`src/design/kpcs_pkg.sv`:
```
package kpcs_pkg;

    // Width of one packed k-mer word and of a result value.
    localparam int KMER_WIDTH = 64;
    localparam int BASE_WIDTH = 2;
    localparam int LEN_WIDTH = 6;

    // Longest and shortest k-mer the scan works on; other lengths are clamped.
    localparam int MIN_KMER_LEN = 2;
    localparam int MAX_KMER_LEN = 32;

    // Default width of the item index counter.
    localparam int DEFAULT_INDEX_WIDTH = 40;

    // One input word causes at most this many result words.
    localparam int MAX_RESULTS = 3;
    localparam int PUSH_CNT_WIDTH = 2;

    // Result queue depth.
    localparam int QUEUE_DEPTH = 8;

    // Configuration register indexes (paddr[2]).
    localparam logic REG_KMER_LEN = 1'b0;
    localparam logic REG_PASS_MODE = 1'b1;

    // Pass modes.
    localparam logic MODE_OUT_PASS = 1'b0;
    localparam logic MODE_IN_PASS = 1'b1;

    // Result kinds.
    localparam logic KIND_KMER = 1'b0;
    localparam logic KIND_MARKER = 1'b1;

    // One result word.
    typedef struct packed {
        logic                  kind;
        logic [KMER_WIDTH-1:0] value;
        logic [BASE_WIDTH-1:0] lead_base;
        logic                  last;
    } kpcs_result_t;

    // Result words produced by one accepted input word, compacted from slot 0.
    typedef struct packed {
        logic [PUSH_CNT_WIDTH-1:0]            count;
        kpcs_result_t [MAX_RESULTS-1:0]       item;
    } kpcs_push_t;

endpackage

```
`src/design/kpcs_result_queue.sv`:
```
module kpcs_result_queue
    import kpcs_pkg::*;
(
    input  logic         aclk,
    input  logic         aresetn,
    input  kpcs_push_t   push,
    output logic         space_ok,
    output logic         m_valid,
    input  logic         m_ready,
    output kpcs_result_t head
);

    localparam int PTR_WIDTH = $clog2(QUEUE_DEPTH);
    localparam int CNT_WIDTH = $clog2(QUEUE_DEPTH + 1);

    kpcs_result_t         mem [QUEUE_DEPTH];
    logic [PTR_WIDTH-1:0] wr_ptr_reg, wr_ptr_next;
    logic [PTR_WIDTH-1:0] rd_ptr_reg, rd_ptr_next;
    logic [CNT_WIDTH-1:0] count_reg, count_next;
    logic                 pop;

    // A word leaves when the receiver takes the head entry.
    assign pop      = m_valid && m_ready;
    assign m_valid  = (count_reg != '0);
    assign head     = mem[rd_ptr_reg];
    assign space_ok = (count_reg <= CNT_WIDTH'(QUEUE_DEPTH - MAX_RESULTS));

    // Pointer and fill count updates.
    always_comb begin
        wr_ptr_next = wr_ptr_reg + PTR_WIDTH'(push.count);
        rd_ptr_next = rd_ptr_reg + PTR_WIDTH'(pop);
        count_next  = count_reg + CNT_WIDTH'(push.count) - CNT_WIDTH'(pop);
    end

    always_ff @(posedge aclk) begin
        if (!aresetn) begin
            wr_ptr_reg <= '0;
            rd_ptr_reg <= '0;
            count_reg  <= '0;
        end else begin
            wr_ptr_reg <= wr_ptr_next;
            rd_ptr_reg <= rd_ptr_next;
            count_reg  <= count_next;
        end
    end

    // Storage: up to three consecutive entries are written in one cycle.
    always_ff @(posedge aclk) begin
        for (int i = 0; i < MAX_RESULTS; i++) begin
            if (PUSH_CNT_WIDTH'(i) < push.count) begin
                mem[wr_ptr_reg + PTR_WIDTH'(i)] <= push.item[i];
            end
        end
    end

endmodule

```
`src/design/kmer_prefix_collision_scan.sv`:
```
// Prefix collision scan over a sorted stream of 2-bit-packed k-mers.
//
// Input channel (s_valid, s_ready, s_kmer) takes one packed k-mer per word,
// leading base most significant. Result channel (m_valid, m_ready, m_kind,
// m_value, m_lead_base, m_last) gives colliding k-mers and, in out-pass mode,
// partition start markers that carry the item index. m_last marks the final
// result word caused by one input word; words that cause nothing give none.
// The APB port sets kmer_len (address 0) and pass_mode (address 4); write it
// only while the block is idle.
//
// Each accepted word is evaluated in the cycle it is accepted and its results
// enter an eight-entry result queue; when the queue was empty, the first result
// is offered on the cycle after acceptance. One input word can be taken every
// cycle; s_ready drops only while the queue has fewer than three free entries,
// which happens when the receiver stalls or bursts of collisions outpace one
// result per cycle. Results leave at up to one word per cycle.
//
// Reset (aresetn low, synchronous) empties the queue, clears the scan state
// and the item index, and sets kmer_len to 32 and pass_mode to out pass.
module kmer_prefix_collision_scan
    import kpcs_pkg::*;
#(
    parameter int INDEX_WIDTH = DEFAULT_INDEX_WIDTH
) (
    input  logic                  aclk,
    input  logic                  aresetn,
    // Configuration port
    input  logic                  psel,
    input  logic                  penable,
    input  logic                  pwrite,
    input  logic [2:0]            paddr,
    input  logic [31:0]           pwdata,
    output logic [31:0]           prdata,
    output logic                  pready,
    // Input channel
    input  logic                  s_valid,
    output logic                  s_ready,
    input  logic [KMER_WIDTH-1:0] s_kmer,
    // Result channel
    output logic                  m_valid,
    input  logic                  m_ready,
    output logic                  m_kind,
    output logic [KMER_WIDTH-1:0] m_value,
    output logic [BASE_WIDTH-1:0] m_lead_base,
    output logic                  m_last
);

    localparam int SHIFT_WIDTH = $clog2(KMER_WIDTH);

    // Configuration registers.
    logic [LEN_WIDTH-1:0]   kmer_len_reg;
    logic                   pass_mode_reg;

    // Scan state.
    logic [KMER_WIDTH-1:0]  prev_kmer_reg, prev_kmer_next;
    logic [KMER_WIDTH-1:0]  last_written_reg, last_written_next;
    logic                   written_valid_reg, written_valid_next;
    logic [BASE_WIDTH-1:0]  prev_base_reg;
    logic                   seen_any_reg;
    logic [INDEX_WIDTH-1:0] item_count_reg;

    // Per-word logic.
    logic                   accept;
    logic                   space_ok;
    logic [LEN_WIDTH-1:0]   k_eff;
    logic [SHIFT_WIDTH-1:0] lead_shift;
    logic [KMER_WIDTH-1:0]  len_mask;
    logic [KMER_WIDTH-1:0]  cur;
    logic [BASE_WIDTH-1:0]  base;
    logic [KMER_WIDTH-1:0]  rotated;
    logic [KMER_WIDTH-1:0]  key;
    logic [KMER_WIDTH-1:0]  prev_unrotated;
    logic                   collide;
    logic                   emit_prev, emit_cur, emit_mark;
    kpcs_result_t           res_prev, res_cur, res_mark;
    kpcs_push_t             push;
    kpcs_result_t           head;
    logic                   cfg_write;

    assign accept  = s_valid && s_ready;
    assign s_ready = space_ok;

    // Register write and read access.
    assign pready    = 1'b1;
    assign cfg_write = psel && penable && pwrite && pready;

    always_comb begin
        case (paddr[2])
            REG_KMER_LEN:  prdata = 32'(kmer_len_reg);
            REG_PASS_MODE: prdata = 32'(pass_mode_reg);
            default:       prdata = '0;
        endcase
    end

    always_ff @(posedge aclk) begin
        if (!aresetn) begin
            kmer_len_reg  <= LEN_WIDTH'(MAX_KMER_LEN);
            pass_mode_reg <= MODE_OUT_PASS;
        end else if (cfg_write) begin
            case (paddr[2])
                REG_KMER_LEN:  kmer_len_reg  <= pwdata[LEN_WIDTH-1:0];
                REG_PASS_MODE: pass_mode_reg <= pwdata[0];
                default:       kmer_len_reg  <= kmer_len_reg;
            endcase
        end
    end

    // Clamp the length and build the mask and the leading base position.
    always_comb begin
        if (kmer_len_reg < LEN_WIDTH'(MIN_KMER_LEN)) begin
            k_eff = LEN_WIDTH'(MIN_KMER_LEN);
        end else if (kmer_len_reg > LEN_WIDTH'(MAX_KMER_LEN)) begin
            k_eff = LEN_WIDTH'(MAX_KMER_LEN);
        end else begin
            k_eff = kmer_len_reg;
        end
        lead_shift = SHIFT_WIDTH'({k_eff - LEN_WIDTH'(1), 1'b0});
        if (k_eff >= LEN_WIDTH'(KMER_WIDTH / BASE_WIDTH)) begin
            len_mask = '1;
        end else begin
            len_mask = ~({KMER_WIDTH{1'b1}} << {k_eff, 1'b0});
        end
    end

    // Mask, leading base and rotations of the incoming word.
    always_comb begin
        cur     = s_kmer & len_mask;
        base    = BASE_WIDTH'(cur >> lead_shift);
        rotated = ((cur << BASE_WIDTH) | KMER_WIDTH'(base)) & len_mask;
        key     = (pass_mode_reg == MODE_IN_PASS) ? rotated : cur;
        prev_unrotated = ((prev_kmer_reg >> BASE_WIDTH)
                         | (KMER_WIDTH'(prev_kmer_reg[BASE_WIDTH-1:0]) << lead_shift))
                         & len_mask;
    end

    // Decide which results this word causes.
    always_comb begin
        collide   = seen_any_reg
                    && ((prev_kmer_reg >> BASE_WIDTH) == (key >> BASE_WIDTH));
        emit_cur  = collide;
        emit_prev = collide && ((pass_mode_reg == MODE_OUT_PASS) || !written_valid_reg
                                || (prev_kmer_reg != last_written_reg));
        emit_mark = (pass_mode_reg == MODE_OUT_PASS) && seen_any_reg
                    && (base != prev_base_reg);
    end

    // Assemble the result words; the unrotated current word equals cur.
    always_comb begin
        res_prev.kind      = KIND_KMER;
        res_prev.value     = (pass_mode_reg == MODE_IN_PASS) ? prev_unrotated
                                                             : prev_kmer_reg;
        res_prev.lead_base = '0;
        res_prev.last      = 1'b0;

        res_cur.kind       = KIND_KMER;
        res_cur.value      = cur;
        res_cur.lead_base  = '0;
        res_cur.last       = 1'b0;

        res_mark.kind      = KIND_MARKER;
        res_mark.value     = KMER_WIDTH'(item_count_reg);
        res_mark.lead_base = base;
        res_mark.last      = 1'b0;

        // The current k-mer is always present when the previous one is, and
        // markers only occur in out pass where both k-mers come as a pair.
        push.count = accept ? (PUSH_CNT_WIDTH'(emit_prev) + PUSH_CNT_WIDTH'(emit_cur)
                               + PUSH_CNT_WIDTH'(emit_mark))
                            : '0;
        push.item[0] = emit_prev ? res_prev : (emit_cur ? res_cur : res_mark);
        push.item[1] = emit_prev ? res_cur : res_mark;
        push.item[2] = res_mark;
        for (int i = 0; i < MAX_RESULTS; i++) begin
            push.item[i].last = (push.count == PUSH_CNT_WIDTH'(i + 1));
        end
    end

    // Next scan state.
    always_comb begin
        prev_kmer_next     = key;
        last_written_next  = last_written_reg;
        written_valid_next = written_valid_reg;
        if ((pass_mode_reg == MODE_IN_PASS) && collide) begin
            last_written_next  = rotated;
            written_valid_next = 1'b1;
        end
    end

    always_ff @(posedge aclk) begin
        if (!aresetn) begin
            prev_kmer_reg     <= '0;
            last_written_reg  <= '1;
            written_valid_reg <= 1'b0;
            prev_base_reg     <= '0;
            seen_any_reg      <= 1'b0;
            item_count_reg    <= '0;
        end else if (accept) begin
            prev_kmer_reg     <= prev_kmer_next;
            last_written_reg  <= last_written_next;
            written_valid_reg <= written_valid_next;
            prev_base_reg     <= base;
            seen_any_reg      <= 1'b1;
            item_count_reg    <= item_count_reg + INDEX_WIDTH'(1);
        end
    end

    // Result queue decouples the receiver from the scan.
    kpcs_result_queue u_queue (
        .aclk     (aclk),
        .aresetn  (aresetn),
        .push     (push),
        .space_ok (space_ok),
        .m_valid  (m_valid),
        .m_ready  (m_ready),
        .head     (head)
    );

    assign m_kind      = head.kind;
    assign m_value     = head.value;
    assign m_lead_base = head.lead_base;
    assign m_last      = head.last;

endmodule
```
`config.mk`:
```
export PLATFORM = sky130hd
export DESIGN_NAME = kmer_prefix_collision_scan
export DESIGN_NICKNAME = d
export VERILOG_FILES = /design/src/design/kpcs_pkg.sv /design/src/design/kpcs_result_queue.sv /design/src/design/kmer_prefix_collision_scan.sv
export SDC_FILE = /design/constraint.sdc
export NUM_CORES = 2
export LEC_CHECK = 0
export ABC_AREA = 0
export BUFFER_PORTS_ARGS = -buffer_cell sky130_fd_sc_hd__buf_2
export CORE_MARGIN = 2
export CORE_UTILIZATION = 30
export DETAILED_ROUTE_END_ITERATION = 8
export PLACE_DENSITY = 0.46
export SYNTH_ARGS = -nofsm -noshare
export SYNTH_HDL_FRONTEND = slang
export SYNTH_HIERARCHICAL = 1
export SYNTH_SLANG_ARGS = --single-unit
```
`constraint.sdc`:
```
create_clock -name aclk -period 29.3 [get_ports aclk]
set_input_delay 0 -clock aclk [delete_from_list [all_inputs] [get_ports aclk]]
set_output_delay 0 -clock aclk [all_outputs]
set_load 0.05 [all_outputs]
```
# Yosys cells after proc, flatten, opt, wreduce, memory -nomap -nowiden
# Memory sizes are Yosys's and may differ from the RTL's. A register that Yosys moved wholly into a read port is not among the register bits.
# Cells that the tools add are included.
[totals] in_bits=106 elab_cells=79 out_inout_bits=103 n_memories=1 mem_bits_rw=544 register_bits=189
[memory_table] name="u_queue.mem" words=8 word_bits=68 rd=1 rd_ports_with_merged_regs=1 write_ports=3 line="kpcs_result_queue.sv:16" source="kpcs_result_t mem [QUEUE_DEPTH];"
[op_classes] magnitude_cmp=7 mux=17 reduce_logical=16 shift=3 n_addsub=10 bitwise_logic=8 n_eq_ne=6
[ops] cell="2-to-1 mux 68 bit" count=3
[ops] cell="AND 64 bit" count=3
[ops] cell="2-to-1 mux 64 bit" count=3
[ops] cell="!= test 64 bit" count=1
[ops] cell="inverter 64 bit" count=1
[ops] cell="bitwise OR 62 x 64 -> 64 bit" count=1
[ops] cell="bitwise OR 64 x 2 -> 64 bit" count=1
[ops] cell="one-hot mux 32 bit (2 select lines)" count=1
[ops] cell="<< shifter 2 x 6 -> 64 bit" count=1
[ops] cell="<< shifter 64 x 7 -> 64 bit (first input constant)" count=1
[ops] cell="right shift 64 x 6 -> 2 bit" count=1
[ops] cell="== test 62 bit" count=1
[ops] cell="adder 40 x 1 -> 40 bit (second input constant)" count=1
[ops] cell="2-to-1 mux 6 bit" count=2
[ops] cell="logical AND 1 bit" count=9
[ops] cell=">= comparator 6 bit (second input constant)" count=1
[ops] cell="> comparator 6 bit (second input constant)" count=1
[ops] cell="less-than comparator 6 x 2 -> 1 bit (second input constant)" count=1
[ops] cell="2-to-1 mux 1 bit" count=6
[ops] cell="AND reduction 2 bit" count=3
[ops] cell="subtractor 5 x 1 -> 5 bit (second input constant)" count=1
[ops] cell="adder 4 x 2 -> 4 bit" count=1
[ops] cell="== test 2 bit (second input constant)" count=2
[ops] cell="<= comparator 4 x 3 -> 1 bit (second input constant)" count=1
[ops] cell="other kinds (17)" count=20

# Logic depth before layout (Yosys ltp)
[logic_depth] ltp_word=20 ltp_mapped=35 depth_no_buf=23

# Cells and area by module
# Netlist, hierarchy kept.
[by_module_without_submodules] module="kpcs_result_queue" area_per_inst_um2=36859.1 cells_per_inst=3854 n_inst=1 seq_area_each_um2=16535.9
[by_module_without_submodules] module="kmer_prefix_collision_scan" area_per_inst_um2=16209.3 cells_per_inst=2211 n_inst=1 seq_area_each_um2=3583.4

# Worst setup path after synthesis
# No wires, ideal clock.
[synth_timing] kind="register to register" from="reg kmer_len_reg[5]" to="mem u_queue/mem[0][0] (netlist name), enable pin" required_ns=28.782 setup_slack_ns=18.101 path_stages_with_launch=30 n_path_buf=11 setup_time_ns=0.518 synth_period_minus_slack_ns=11.199 arrival_time_ns=10.681 path_cell_list="dfxtp_1 -> buf_2 -> clkbuf_1 -> buf_2 -> buf_2 -> clkbuf_1 -> clkbuf_1 -> clkbuf_1 -> clkbuf_1 -> o21ai_0 -> inv_1 -> ha_1 -> inv_1 -> ha_1 -> clkbuf_1 -> o41a_1 -> mux2i_1 -> nor3_1 -> or2_0 -> or4_1 -> or4_1 -> nor4_4 -> buf_4 -> inv_1 -> fa_1 -> nor2_1 -> nand3_2 -> clkbuf_1 -> mux2_2 -> o22ai_1"
[synth_rtl] item="from (decl)" line="kmer_prefix_collision_scan.sv:51" source="logic [LEN_WIDTH-1:0] kmer_len_reg;"
[synth_rtl] item="from (signal assigned)" line="kmer_prefix_collision_scan.sv:97" source="kmer_len_reg <= LEN_WIDTH'(MAX_KMER_LEN);"
[synth_rtl] item="from (signal assigned)" line="kmer_prefix_collision_scan.sv:101" source="REG_KMER_LEN: kmer_len_reg <= pwdata[LEN_WIDTH-1:0];"
[synth_rtl] item="from (signal assigned)" line="kmer_prefix_collision_scan.sv:103" source="default: kmer_len_reg <= kmer_len_reg;"
[synth_rtl] item="to (decl)" line="kpcs_result_queue.sv:16"

==> metrics.md <==
| Metric | Value |
|---|---|
| Status | `finished, final reports clean` |
| Multi-input gate area | `just under 30000 µm²` |
| CTS Buffer Depth | `3` |
| DRC Markers | `0` |
| HPWL Detailed | `161600 µm` |
| Tmin final | `12470 ps` |
| GR Overflow Total | `0` |
| Pwr/cell area | `approximately 54 nW/µm²` |
| Worst-Margin Slew | `approximately 1300 ps` |
| CP startpoint kind | `register` |
| Number of synthesized flops with an enable pin | `approximately 540` |
| Kind of critical path | `register to register` |
| FF+latch count, synth | `~730` |
| CP arrival | `12990 ps` |
| Fin util | `around a third` |
| Commonest non-fill, non-tap cell in the layout | `nand2_1` |
| Post-synthesis xor/xnor area fraction | `approximately 2%` |
| Initial antenna violation count | `15` |
| Final Cycle Share | `between 40 and 50%` |
| RSZ-0062 raised after global routing | `no` |
| Routed Antenna Nets | `0` |
| HP Class | `input port to register` |
| Placed insts | `around 8000` |
| Worst Setup SP | `kmer_len_reg[4]` |
| Row count | `roughly 150` |
| Largest net degree at the start of global routing | `between 200 and 250` |
| Layout fillers | `18110` |
| Max reg flops | `roughly 540` |
| Vias after detailed routing | `52060` |
| Critical path buffers and inverters | `10` |
| Area Growth Syn to Fin | `11.51%` |
| Most frequent cells in the layout | `731 x nand2_1, 619 x nor3_1, 611 x o21ai_0` |
| Sum Neg Setup Slack | `0 ps` |
| Met2 wire length | `115300 µm` |
| Share of post-route cells with drive strength above 1 | `13.78%` |
| Multiplexer share of the synthesized area | `between 10% and 20%` |
| Die ar. | `180300 µm²` |
| DR WL met3 | `between 20000 and 30000 µm` |
| Seq/Total Area, Yosys | `a little under two fifths` |
| Root buf cell | `clkbuf_16` |
| Req. time, crit path | `just under 30000 ps` |
| Drt pass-1 iters | `9` |
| Layout Nets | `5933` |
| First-pass GRT wire length | `about 370000 µm` |
| Cells resized by post-CTS repair | `0` |
| Final Hold Vio Count | `0` |
| Setup-failing EPs final | `0` |
| IR drop worst, VDD | `0.00004252 V` |
| Most used flip-flop cell after synthesis | `edfxtp_1` |
| Post-DP Area | `around 55000 µm²` |
| Simple-gate area share of the yosys netlist | `22.15%` |
| Htree depth | `3` |
| Avg Vias per Cell | `6.322` |
| Mapped Cells | `6065` |
| Rel. slew slack | `approximately 14%` |
| Slowest CP cell | `nand3b_1` |
| Compound-Gate Fraction of Synth Area | `between 10% and 20%` |
| R2R Path Start | `kmer_len_reg[4]` |
| Met1 Wirelength | `103600 µm` |
| CP most frequent cell | `buf_4` |
| Post-route insts no fill | `8234` |
| Routed WL | `261900 µm` |
| Max Slew Vio Count | `0` |
| Yosys Warn Count | `6` |
| Synth cell types | `100` |
| Lkg Pwr | `~0.017 µW` |
| Async SR Flop Fraction | `0%` |
| Total GRT Usage | `28.01%` |
| Final Skew | `~66 ps` |
| CORE AREA | `175900 µm²` |
| CP max FO | `between 70 and 80` |
| CTS Buf Count | `92` |
| Synth Area in Adders | `less than 1%` |
| Final instance area | `between 50000 and 60000 µm²` |
| Initial cell density of the core | `a little under a third` |
| Num Clock Sinks | `about 730` |
| Die H | `about 420 µm` |
| Avg Synthesized Cell Area | `8.750 µm²` |
| Clk slew on worst S/H paths | `60 ps` |
| Max Freq | `around 80 MHz` |
| Largest family of logic cells by synthesized area | `simple AND/OR/NAND/NOR gates` |
| Starting DRT DRC Count | `approximately 6900` |
| Uppermost layer routed | `met5` |
| CP peak stage delay | `1050 ps` |
| Endpoint type of the worst setup path | `register` |
| Register area | `20150 µm²` |
| Family with the most delay on the worst path | `simple AND/OR/NAND/NOR gates` |
| Placer Congestion | `between 0.9 and 1` |
| Die W | `roughly 420 µm` |
| Max-Cap Viols | `0` |
| Hold path start | `s_kmer[17]` |
| Number of global-route vias before repair | `49240` |
| PortBufs | `between 150 and 200` |
| Synthesized area | `between 50000 and 60000 µm²` |
| Worst skew pair latency | `between 700 and 800 ps` |
| Drt wl/cell | `between 30 and 40 µm` |
| IO Pins | `between 200 and 250` |
| CTS tree | `built` |
## per-layer routing
| layer | track usage [%] | vias up |
|---|---|---|
| li1 | - | 22560 |
| met1 | 36.50 | 25480 |
| met2 | 42.56 | 3255 |
| met3 | 5.944 | 753 |
| met4 | 16.64 | 8 |
| met5 | 0.3439 | - |
## report_power, final
group	total [µW]	switching (µW)	internal [µW]
clock network	1240	515	725
logic	736	513	224
registers	1210	67.3	1140
## cell families after synthesis
kind of cell | count (synthesis)
XOR/XNOR | 121
adder cells (fa/ha/maj) | 17
AND/OR/NAND/NOR | 2213
multiplexers | 367
buffers and inverters | 886
flip-flops | 733
AO/OA/AOI/OAI | 1726
other | 2
## layout make-up
type                    count  area share (%)
multi-input cells        4496           50.10
flip-flops and latches    733           34.04
repair buffers            401           4.977
well taps                2340           4.948
clock buffers             111           4.189
clock inverters            60           1.159
inverters                  86          0.5540
diodes                      7         0.02960
## worst reg2reg max path, stage by stage (launching register included)
cell and delay (ps):
dfxtp_2 310, buf_4 260, or4_1 870, nand2_1 200
buf_4 300, clkinv_1 610, ha_1 440, buf_4 260
or4_1 500, nand3_1 400, a2bb2oi_1 290, xor2_1 450
nand2_1 80, or4_1 620, nor4_4 250, buf_4 530
inv_1 320, fa_1 690, nor2_4 200, buf_4 470
buf_4 720, nand3b_1 1120, buf_4 760, or2_4 790
buf_4 520, a31oi_1 340
## cell usage after synthesis (all sizes together) (65+ instances only)
| master | count | area share, % |
|---|---|---|
| nand2 | 733 | 5.2 |
| o21ai | 632 | 6.0 |
| nor3 | 620 | 5.9 |
| a31oi | 559 | 6.6 |
| edfxtp | 544 | 31 |
| clkbuf | 527 | 3.8 |
| buf | 273 | 2.7 |
| nor2 | 214 | 1.5 |
| dfxtp | 189 | 7.1 |
| a21oi | 187 | 1.8 |
| mux2 | 179 | 3.8 |
| mux4 | 137 | 5.8 |
| and4b | 136 | 2.6 |
| inv | 85 | 0.60 |
| and4 | 75 | 1.2 |
| nand4 | 70 | 0.83 |
| nor4bb | 69 | 1.3 |
| a211oi | 66 | 0.97 |
| xor2 | 65 | 1.1 |
## through the flow
stage,worst slack (ps),power [µW],hold slack [ps]
2_1_floorplan,18100,1674,121.7
3_3_place_gp,17180,1936,256.6
3_5_place_dp,17160,1937,253.5
4_1_cts,17160,3182,23.27
5_1_grt,16690,3261,113.4
6_report,16830,3182,82.27
## final timing paths
check | to | cells after the start | slack (ps)
max | u_queue/mem[7][56] | 25 | 16830
min | prev_kmer_reg[17] | 5 | 80
max reg2reg | u_queue/mem[7][56] | 25 | 16830
min reg2reg | last_written_reg[8] | 2 | 480
## timing repair
| action | CTS | global route |
|---|---|---|
| hold buffers | 97 | 0 |
| endpoints found under the setup margin | 0 | 0 |
| setup buffers | 0 | 0 |
| endpoints found under the hold margin | 100 | 0 |
No activity file was read; power rests on OpenSTA's default activity.
